File: config.mk
export PLATFORM = sky130hd
export DESIGN_NAME = gos_ctrl
export DESIGN_NICKNAME = d
export VERILOG_FILES = /design/src/rtl/core/gos_pkg.sv /design/src/rtl/core/gos_ctrl.sv
export SDC_FILE = /design/constraint.sdc
export NUM_CORES = 1
export LEC_CHECK = 0
export ABC_AREA = 1
export BUFFER_PORTS_ARGS = -buffer_cell sky130_fd_sc_hd__buf_2
export CORE_UTILIZATION = 40
export DETAILED_ROUTE_END_ITERATION = 12
export PLACE_DENSITY = 0.75
export SLEW_MARGIN = 20
export SYNTH_ARGS = -nofsm -noshare
export SYNTH_HDL_FRONTEND = slang
export SYNTH_SLANG_ARGS = --single-unit
File: constraint.sdc
create_clock -name clk -period 2.2 [get_ports clk]
set_clock_uncertainty 0.1 [all_clocks]
set_input_delay 0.33 -clock clk [delete_from_list [all_inputs] [get_ports clk]]
set_output_delay 0.33 -clock clk [all_outputs]
set_load 0.02 [all_outputs]
File: src/rtl/core/gos_pkg.sv
`timescale 1ns / 1ps

package gos_pkg;

  localparam int MAX_VERTICES = 1024;
  localparam int VIDX_W       = 10;
  localparam int VCNT_W       = 11;
  localparam int MAX_GROUP    = 8;
  localparam int GIDX_W       = 3;
  localparam int GCNT_W       = 4;
  localparam int COORD_W      = 32;
  localparam int MAT_W        = 32;
  localparam int MAT_ENTRIES  = 9;
  localparam int MAT_DEPTH    = MAX_GROUP * MAT_ENTRIES;
  localparam int MAT_AW       = 7;
  localparam int MAP_AW       = GIDX_W + VIDX_W;
  localparam int PROD_W       = MAT_W + COORD_W;
  localparam int FRAC_SH      = 30;
  localparam int RND_W        = PROD_W - FRAC_SH;
  localparam int ACC_W        = RND_W + 2;
  localparam int SUM_W        = COORD_W + 4;
  localparam int DIV_W        = SUM_W - 1;
  localparam int STEP_W       = 4;
  localparam int DCNT_W       = 6;
  localparam int CFG_W        = 11;
  localparam int MV_LAST      = 11;

  typedef enum logic [2:0] {
    CMD_LD_MAT = 3'd0,
    CMD_LD_TGT = 3'd1,
    CMD_LD_INV = 3'd2,
    CMD_LD_VTX = 3'd3,
    CMD_RUN    = 3'd4,
    CMD_READ   = 3'd5
  } cmd_e;

  typedef enum logic [1:0] {
    ST_OK    = 2'd0,
    ST_RANGE = 2'd1,
    ST_SAT   = 2'd2
  } status_e;

  typedef enum logic {
    CFG_GROUP_SIZE   = 1'b0,
    CFG_VERTEX_COUNT = 1'b1
  } cfg_idx_e;

  typedef enum logic [3:0] {
    S_IDLE, S_READ, S_CLR, S_VCHK, S_VDEC, S_GT, S_GV, S_GP,
    S_GM, S_DI, S_DV, S_DA, S_ST, S_SV, S_SM, S_FIN
  } state_t;

  typedef struct packed {
    logic                accept;
    logic                ld_mat;
    logic                ld_tmap;
    logic                ld_inv;
    logic                ld_vtx;
    logic                rd_issue;
    logic                out_load;
    logic                out_from_in;
    logic                out_rd;
    status_e             out_status;
    logic                sat_clr;
    logic                cov_clr;
    logic                sum_clr;
    logic                t_cap;
    logic                p_cap;
    logic                mv_issue;
    logic                mv_fin;
    logic                gather_add;
    logic                scat_wr;
    logic                use_avg;
    logic                div_init;
    logic                div_step;
    logic                avg_cap;
    logic [GCNT_W-1:0]   n;
    logic [VCNT_W-1:0]   nv;
    logic [VCNT_W-1:0]   v;
    logic [GIDX_W-1:0]   i;
    logic [STEP_W-1:0]   step;
  } ctl_cmd_t;

  typedef struct packed {
    logic cov_q;
    logic sat_seen;
  } dp_stat_t;

endpackage

File: src/rtl/core/gos_ctrl.sv
`timescale 1ns / 1ps

module gos_ctrl (
  input  logic                         clk,
  input  logic                         rst,
  input  logic                         cfg_we,
  input  logic                         cfg_index,
  input  logic [gos_pkg::CFG_W-1:0]    cfg_data,
  input  logic                         in_valid,
  output logic                         in_ready,
  input  logic [2:0]                   command,
  input  logic [3:0]                   entry,
  input  logic [gos_pkg::VIDX_W-1:0]   target_index,
  output logic                         out_valid,
  input  logic                         out_ready,
  output gos_pkg::ctl_cmd_t            cmd,
  input  gos_pkg::dp_stat_t            stat
);
  import gos_pkg::*;

  state_t              state, state_next;
  logic [VCNT_W-1:0]   v, v_next;
  logic [GIDX_W-1:0]   i, i_next;
  logic [STEP_W-1:0]   step, step_next;
  logic [DCNT_W-1:0]   dcnt, dcnt_next;
  logic [GCNT_W-1:0]   gs, n;
  logic [VCNT_W-1:0]   vc, nv;
  logic                out_valid_next;
  logic                last_i, last_v;

  assign n      = (gs == '0) ? GCNT_W'(1) : ((gs > GCNT_W'(MAX_GROUP)) ? GCNT_W'(MAX_GROUP) : gs);
  assign nv     = (vc > VCNT_W'(MAX_VERTICES)) ? VCNT_W'(MAX_VERTICES) : vc;
  assign last_i = ({1'b0, i} == n - GCNT_W'(1));
  assign last_v = (v + VCNT_W'(1) == nv);

  always_ff @(posedge clk) begin
    if (rst) begin
      state     <= S_IDLE;
      v         <= '0;
      i         <= '0;
      step      <= '0;
      dcnt      <= '0;
      gs        <= GCNT_W'(1);
      vc        <= VCNT_W'(1);
      out_valid <= 1'b0;
    end else begin
      state     <= state_next;
      v         <= v_next;
      i         <= i_next;
      step      <= step_next;
      dcnt      <= dcnt_next;
      out_valid <= out_valid_next;
      if (cfg_we) begin
        case (cfg_idx_e'(cfg_index))
          CFG_GROUP_SIZE:   gs <= cfg_data[GCNT_W-1:0];
          CFG_VERTEX_COUNT: vc <= cfg_data;
          default:          ;
        endcase
      end
    end
  end

  always_comb begin
    state_next = state;
    v_next     = v;
    i_next     = i;
    step_next  = step;
    dcnt_next  = dcnt;
    in_ready   = 1'b0;
    cmd        = '0;
    cmd.n      = n;
    cmd.nv     = nv;
    cmd.v      = v;
    cmd.i      = i;
    cmd.step   = step;
    cmd.out_status = ST_OK;

    case (state)
      S_IDLE: begin
        in_ready = !out_valid || out_ready;
        if (in_valid && in_ready) begin
          cmd.accept      = 1'b1;
          cmd.out_load    = 1'b1;
          cmd.out_from_in = 1'b1;
          case (cmd_e'(command))
            CMD_LD_MAT: begin
              if (entry >= 4'(MAT_ENTRIES)) cmd.out_status = ST_RANGE;
              else cmd.ld_mat = 1'b1;
            end
            CMD_LD_TGT: cmd.ld_tmap = 1'b1;
            CMD_LD_INV: begin
              if (target_index >= VIDX_W'(MAX_GROUP)) cmd.out_status = ST_RANGE;
              else cmd.ld_inv = 1'b1;
            end
            CMD_LD_VTX: cmd.ld_vtx = 1'b1;
            CMD_RUN: begin
              cmd.out_load = 1'b0;
              cmd.sat_clr  = 1'b1;
              v_next       = '0;
              state_next   = S_CLR;
            end
            CMD_READ: begin
              cmd.out_load = 1'b0;
              cmd.rd_issue = 1'b1;
              state_next   = S_READ;
            end
            default: cmd.out_status = ST_RANGE;
          endcase
        end
      end
      S_READ: begin
        cmd.out_load = 1'b1;
        cmd.out_rd   = 1'b1;
        state_next   = S_IDLE;
      end
      S_CLR: begin
        cmd.cov_clr = 1'b1;
        if (v[VIDX_W-1:0] == VIDX_W'(MAX_VERTICES - 1)) begin
          v_next     = '0;
          state_next = (nv == '0) ? S_FIN : S_VCHK;
        end else begin
          v_next = v + VCNT_W'(1);
        end
      end
      S_VCHK: state_next = S_VDEC;
      S_VDEC: begin
        if (stat.cov_q) begin
          if (last_v) state_next = S_FIN;
          else begin
            v_next     = v + VCNT_W'(1);
            state_next = S_VCHK;
          end
        end else begin
          cmd.sum_clr = 1'b1;
          i_next      = '0;
          state_next  = S_GT;
        end
      end
      S_GT: state_next = S_GV;
      S_GV: begin
        cmd.t_cap  = 1'b1;
        state_next = S_GP;
      end
      S_GP: begin
        cmd.p_cap  = 1'b1;
        step_next  = '0;
        state_next = S_GM;
      end
      S_GM: begin
        cmd.mv_issue = (step < STEP_W'(MAT_ENTRIES));
        if (step == STEP_W'(MV_LAST)) begin
          cmd.mv_fin     = 1'b1;
          cmd.gather_add = 1'b1;
          step_next      = '0;
          if (last_i) state_next = S_DI;
          else begin
            i_next     = i + GIDX_W'(1);
            state_next = S_GT;
          end
        end else begin
          step_next = step + STEP_W'(1);
        end
      end
      S_DI: begin
        cmd.div_init = 1'b1;
        dcnt_next    = '0;
        state_next   = S_DV;
      end
      S_DV: begin
        cmd.div_step = 1'b1;
        if (dcnt == DCNT_W'(DIV_W - 1)) state_next = S_DA;
        else dcnt_next = dcnt + DCNT_W'(1);
      end
      S_DA: begin
        cmd.avg_cap = 1'b1;
        i_next      = '0;
        state_next  = S_ST;
      end
      S_ST: begin
        cmd.use_avg = 1'b1;
        state_next  = S_SV;
      end
      S_SV: begin
        cmd.use_avg = 1'b1;
        cmd.t_cap   = 1'b1;
        step_next   = '0;
        state_next  = S_SM;
      end
      S_SM: begin
        cmd.use_avg  = 1'b1;
        cmd.mv_issue = (step < STEP_W'(MAT_ENTRIES));
        if (step == STEP_W'(MV_LAST)) begin
          cmd.mv_fin  = 1'b1;
          cmd.scat_wr = 1'b1;
          step_next   = '0;
          if (!last_i) begin
            i_next     = i + GIDX_W'(1);
            state_next = S_ST;
          end else if (last_v) begin
            state_next = S_FIN;
          end else begin
            v_next     = v + VCNT_W'(1);
            state_next = S_VCHK;
          end
        end else begin
          step_next = step + STEP_W'(1);
        end
      end
      S_FIN: begin
        cmd.out_load   = 1'b1;
        cmd.out_status = stat.sat_seen ? ST_SAT : ST_OK;
        state_next     = S_IDLE;
      end
      default: state_next = S_IDLE;
    endcase

    out_valid_next = (out_valid && !out_ready) || cmd.out_load;
  end

endmodule

---- Yosys cells after proc, flatten, opt, wreduce, memory -nomap -nowiden ----
Index checks and enable logic that the tools add are counted.
word-level totals
  register bits ........................... 44
  input port bits ......................... 36
  logic and storage cells ................. 151
cells by class
  $add $sub $neg .......................... 5
  $lt $le $gt $ge ......................... 5
  equality and inequality tests ........... 38
  mux-type cells .......................... 67
  bitwise operators ....................... 1
  reduce and logical (&&, ||, !) cells .... 27
operator list
  operator                 count
  $mux W11                 8
  $pmux W4 S15             1
  $mux W4                  13
  $pmux W11 S4             1
  $eq A4 B4 Y1 const B     9
  $mux W1                  27
  $ne A2 B2 Y1 const B     10
  $eq A4 B3 Y1 const B     4
  $pmux W4 S2              2
  $mux W6                  2
  $pmux W6 S2              1
  $reduce_and A6 Y1        2
  $add A11 B1 Y11 const B  1
  $eq A11 B11 Y1           1
  $gt A11 B11 Y1 const B   1
  $logic_not A11 Y1        1
  $eq A10 B10 Y1 const B   1
  $ge A10 B4 Y1 const B    1
  $reduce_or A2 Y1         5
  $mux W3                  3
  $pmux W3 S3              1
  $eq A4 B2 Y1 const B     2
  $logic_not A4 Y1         2
  $mux W8                  1
  other kinds (31)         43

---- Depth between registers and ports, before layout ----
  depth in word-level cells ............... 8
  depth in mapped cells ................... 17
  gate-level depth less buffers ........... 17

---- Worst setup path before layout ----
No wires, ideal clock.
  kind .................................... register to output
  start ................................... reg state[1]
  end ..................................... out cmd[53] (netlist name)
  arrival ................................. 2.093 ns
  data required time ...................... 1.770 ns
  slack ................................... -0.323 ns
  stages on the path, launching flop included .. 8
  buffers on the path ..................... 0
  cells stage by stage .................... dfxtp_1 nor2_1 inv_1 nor2_1 inv_1 nor2_1 nand2_1 nor4_1
RTL lines
  element                 line            text
  from (decl)             gos_ctrl.sv:21  state_t state, state_next;
  from (signal assigned)  gos_ctrl.sv:47  state <= state_next;
  to (decl)               gos_ctrl.sv:16  output gos_pkg::ctl_cmd_t cmd,

---- Worst setup path after layout ----
  start ................................... reg vc[5]
  end ..................................... reg v[1]
between the ends
  cells in the longest elaborated chain, start to end .. 7
RTL lines
  element                 line            text
  from (decl)             gos_ctrl.sv:27  logic [VCNT_W-1:0] vc, nv;
  from (signal assigned)  gos_ctrl.sv:56  CFG_VERTEX_COUNT: vc <= cfg_data;
  $gt A11 B11 Y1          gos_ctrl.sv:32  assign nv = (vc > VCNT_W'(MAX_VERTICES)) ? VCNT_W'(MAX_VERTICES) : vc;
  $mux W11 *              gos_ctrl.sv:32
  $eq A11 B11 Y1 *        gos_ctrl.sv:34  assign last_v = (v + VCNT_W'(1) == nv);
  $mux W11 *              -
  $mux W11 (2 in a row)   -
  $pmux W11 S4 *          -
  to (signal assigned)    gos_ctrl.sv:48  v <= v_next;
  to (decl)               gos_ctrl.sv:22  logic [VCNT_W-1:0] v, v_next;
Mark *: on every way between the ends. The rest lies on a longest branch, timed or not. The select of a mux whose other input is x is not followed.
A chain may end at the register's enable or synchronous reset.

==> impl_metrics.toml <==
[drt]
route.detailed.drc = 0
routed_wl_mm = 8.487
vias = 3528
vias_per_cell = 4.900
drt_pass1_iterations = 4
drt-initial-drc-count = 138
wl_per_cell_microns = 11.79
drtAntennaViolNets = 0

[timing]
min_period_ps = 2129
slew_viol_final = 0
rsz0062_at_grt = "true"
slew_headroom_pct = 67.13
period_share_pct = 96.77
fin_ws_ps = 71.02
setup_violations = 0
tightest_slew_ps = 490.1
setup_tns_ps = 0
fmax_mhz = 469.7
hold_viol_final = 0

[clocking]
clock_latency_ps = 320
numCtsBuffers = 5
clock_tree.buffer_depth = 2
cts_sinks = 44
clk_pin_slew_ps = 100
h-tree-depth = 2
root_buffer = "clkbuf_8"
postCtsHoldBufs = 0
cts_tree = "built"

[power]
ir_worst_vdd_mv = 0.3263
clockPowerShare_pct = 25.7
sw_frac_of_total_pct = 36.38
p_leak_nw = 2.120
pwr-share-comb_pct = 35.4
internal_power_mw = 1.405
pwr-share-seq_pct = 38.9
p_per_area_nw_per_um2 = 518.6
power.total_mw = 2.208
power.switching_mw = 0.8032

[min_path]
hold_path_class = "in2reg"

[worst_setup_path]
path_buf_inv = 2
critPathArrivalTime_ps = 2290
path_common_cell = "nand2_1"
critPathKind = "reg2reg"
cp-end-kind = "flip-flop"
crit_path_cell_trace = "nor2_2 > nand3_2 > o21bai_4 > buf_12 > nand2_1 > nand2_1 > nand2_1 > nor2_1 > nand2_1 > nor2_4 > nand3_4 > buf_6 > nand3_1 > nand2_1 > nor2_1"
cp_top_family = "simple AND/OR/NAND/NOR gates"
max_stage_delay_ps = 330
slowest_stage = "dfxtp_1"
cp_max_fo = 8
cp-start-kind = "flip-flop"
cp_data_required_time_ps = 2360

[logic_synthesis]
async_flop_share_pct = 0
synth_commonest_cells = "101 x nand2_1, 87 x nor2_1, 77 x inv_1"
avgSynthCellArea_sq_um = 6.302
synth-seq-cells = 44
synth_cell_type_count = 41
synthesis.nets = 536
synth_top_area_share_pct = 28.35
synth-edff-count = 0
yosys_most_used_dff = "dfxtp_1"
yosysWarnings = 0
ys_seq_area_share_pct = 28.35
syn_inst = 493
syn_area_sq_um = 3107
synth.area.top_cells = "dfxtp_1 28%, nand2_1 12%, nor2_1 11%, inv_1 9.3%, a21oi_1 4.3%"
synth.most_common_cell = "nand2_1"
synth_top_area_cell = "dfxtp_1"

[cells_and_area]
fillers = 714
antenna_cells = 0
nets = 663
seqCellArea_sq_um = 908.4
areaGrowthSynthToFinish_pct = 37.05
multiInputGateArea_sq_um = 2016
drive_gt1_share_pct = 38.00

[floorplanning]
fp-row-count = 31
die_h_microns = 90.13
io_pins = 95
core_sq_um = 7370
fp.dieW_microns = 90.13
initial_core_util_pct = 42.16
die_area_sq_um = 8123

[job]
drv_cap = 0

[global_route]
grt_pass1_vias = 3116
track_usage_pct = 20.30
grt_overflow = 0
grt_max_degree = 23
grt_first_pass_wirelength_mm = 13.77
grt_antenna_before_repair = 0

[placement]
port_buffers = 91
gp_congestion = 0.9259
pre_cts_ws_ps = 37.84
dp_hpwl_mm = 6.608

[outcome]
outcome = "completed"
-- cell families after synthesis --
family	count (synthesis)	synth area share [%]
adder cells (fa/ha/maj)	7	2.819
buffers and inverters	92	11.76
XOR/XNOR	9	2.537
flip-flops	44	28.35
AO/OA/AOI/OAI	76	15.38
AND/OR/NAND/NOR	265	39.15
-- final timing paths --
kind | start | depth (start not counted) | endpoint | slack [ps]
worst min register to register | v[5] | 2 | v[5] | 400
worst max register to register | vc[5] | 15 | v[1] | 70
worst min-delay path | cfg_data[0] | 3 | vc[0] | 150
worst max-delay path | vc[5] | 15 | v[1] | 70
-- stage by stage --
| step | hold WS (ps) | util, % | cell area, sq um | cells |
|---|---|---|---|---|
| 2_1_floorplan | 308.3 | - | 3126 | 493 |
| 3_3_place_gp | 346.1 | 52.92 | 3900 | 705 |
| 3_5_place_dp | 366.1 | 52.92 | 3900 | 705 |
| 4_1_cts | 142.8 | 54.86 | 4043 | 715 |
| 5_1_grt | 173.5 | 57.78 | 4258 | 720 |
| 6_report | 152.2 | 57.78 | 4258 | 720 |
-- power groups by stage --
| stage | Sequential (mW) | Combinational, mW | Clock, mW |
|---|---|---|---|
| floorplan | 0.888 | 0.418 | 0 |
| global placement | 0.873 | 0.675 | 0 |
| detailed placement | 0.875 | 0.686 | 0 |
| CTS | 0.856 | 0.725 | 0.572 |
| global route | 0.863 | 0.848 | 0.602 |
| finish | 0.860 | 0.781 | 0.568 |
-- registers in the layout (all words and copies together), names as in the netlist --
| register | cells |
|---|---|
| v | 11 |
| vc | 11 |
| dcnt | 6 |
| gs | 4 |
| state | 4 |
| step | 4 |
| i | 3 |
| out_valid | 1 |
-- tightest hold or removal path, cell delays in order --
cell and delay [ps]:
buf_2 100, nand2_1 50, nand3_1 50
-- cell usage in the layout (no fill, tap or decap), types with 7 or more instances in the layout --
cell type,count
nor3_1,7
nor2_4,8
buf_4,34
nand3_2,11
a21oi_1,26
nand2_2,19
dfxtp_1,30
inv_1,70
buf_2,90
nand3_1,24
nor2_2,10
a21oi_2,11
inv_2,11
nand2_1,91
nor2_1,76
o21ai_0,24
dfxtp_2,10
-- per-layer routing --
metal / up-vias / track usage, % / routed length (microns)
li1: 1813 / - / -
met1: 1596 / 26.46 / 3885
met2: 106 / 33.97 / 4055
met3: 13 / 3.469 / 427
met4: 0 / 6.452 / 118
met5: - / 0 / 0
-- layout make-up --
cell class              count  share of cell area (%)
clock buffers               6                   1.939
clock inverters             2                  0.3526
inverters                  82                   7.229
multi-input cells         357                   47.34
flip-flops and latches     44                   21.33
well taps                  99                   2.909
repair buffers            130                   18.90
-- timing repair --
| action | in CTS | in global routing |
|---|---|---|
| cloned | 0 | 1 |
| setup buffers | 2 | 4 |
| setup endpoints to repair | 8 | 27 |
| pin swaps | 2 | 22 |
| gates resized for setup | 13 | 52 |
Note: power is estimated with default switching activity, not from simulation.
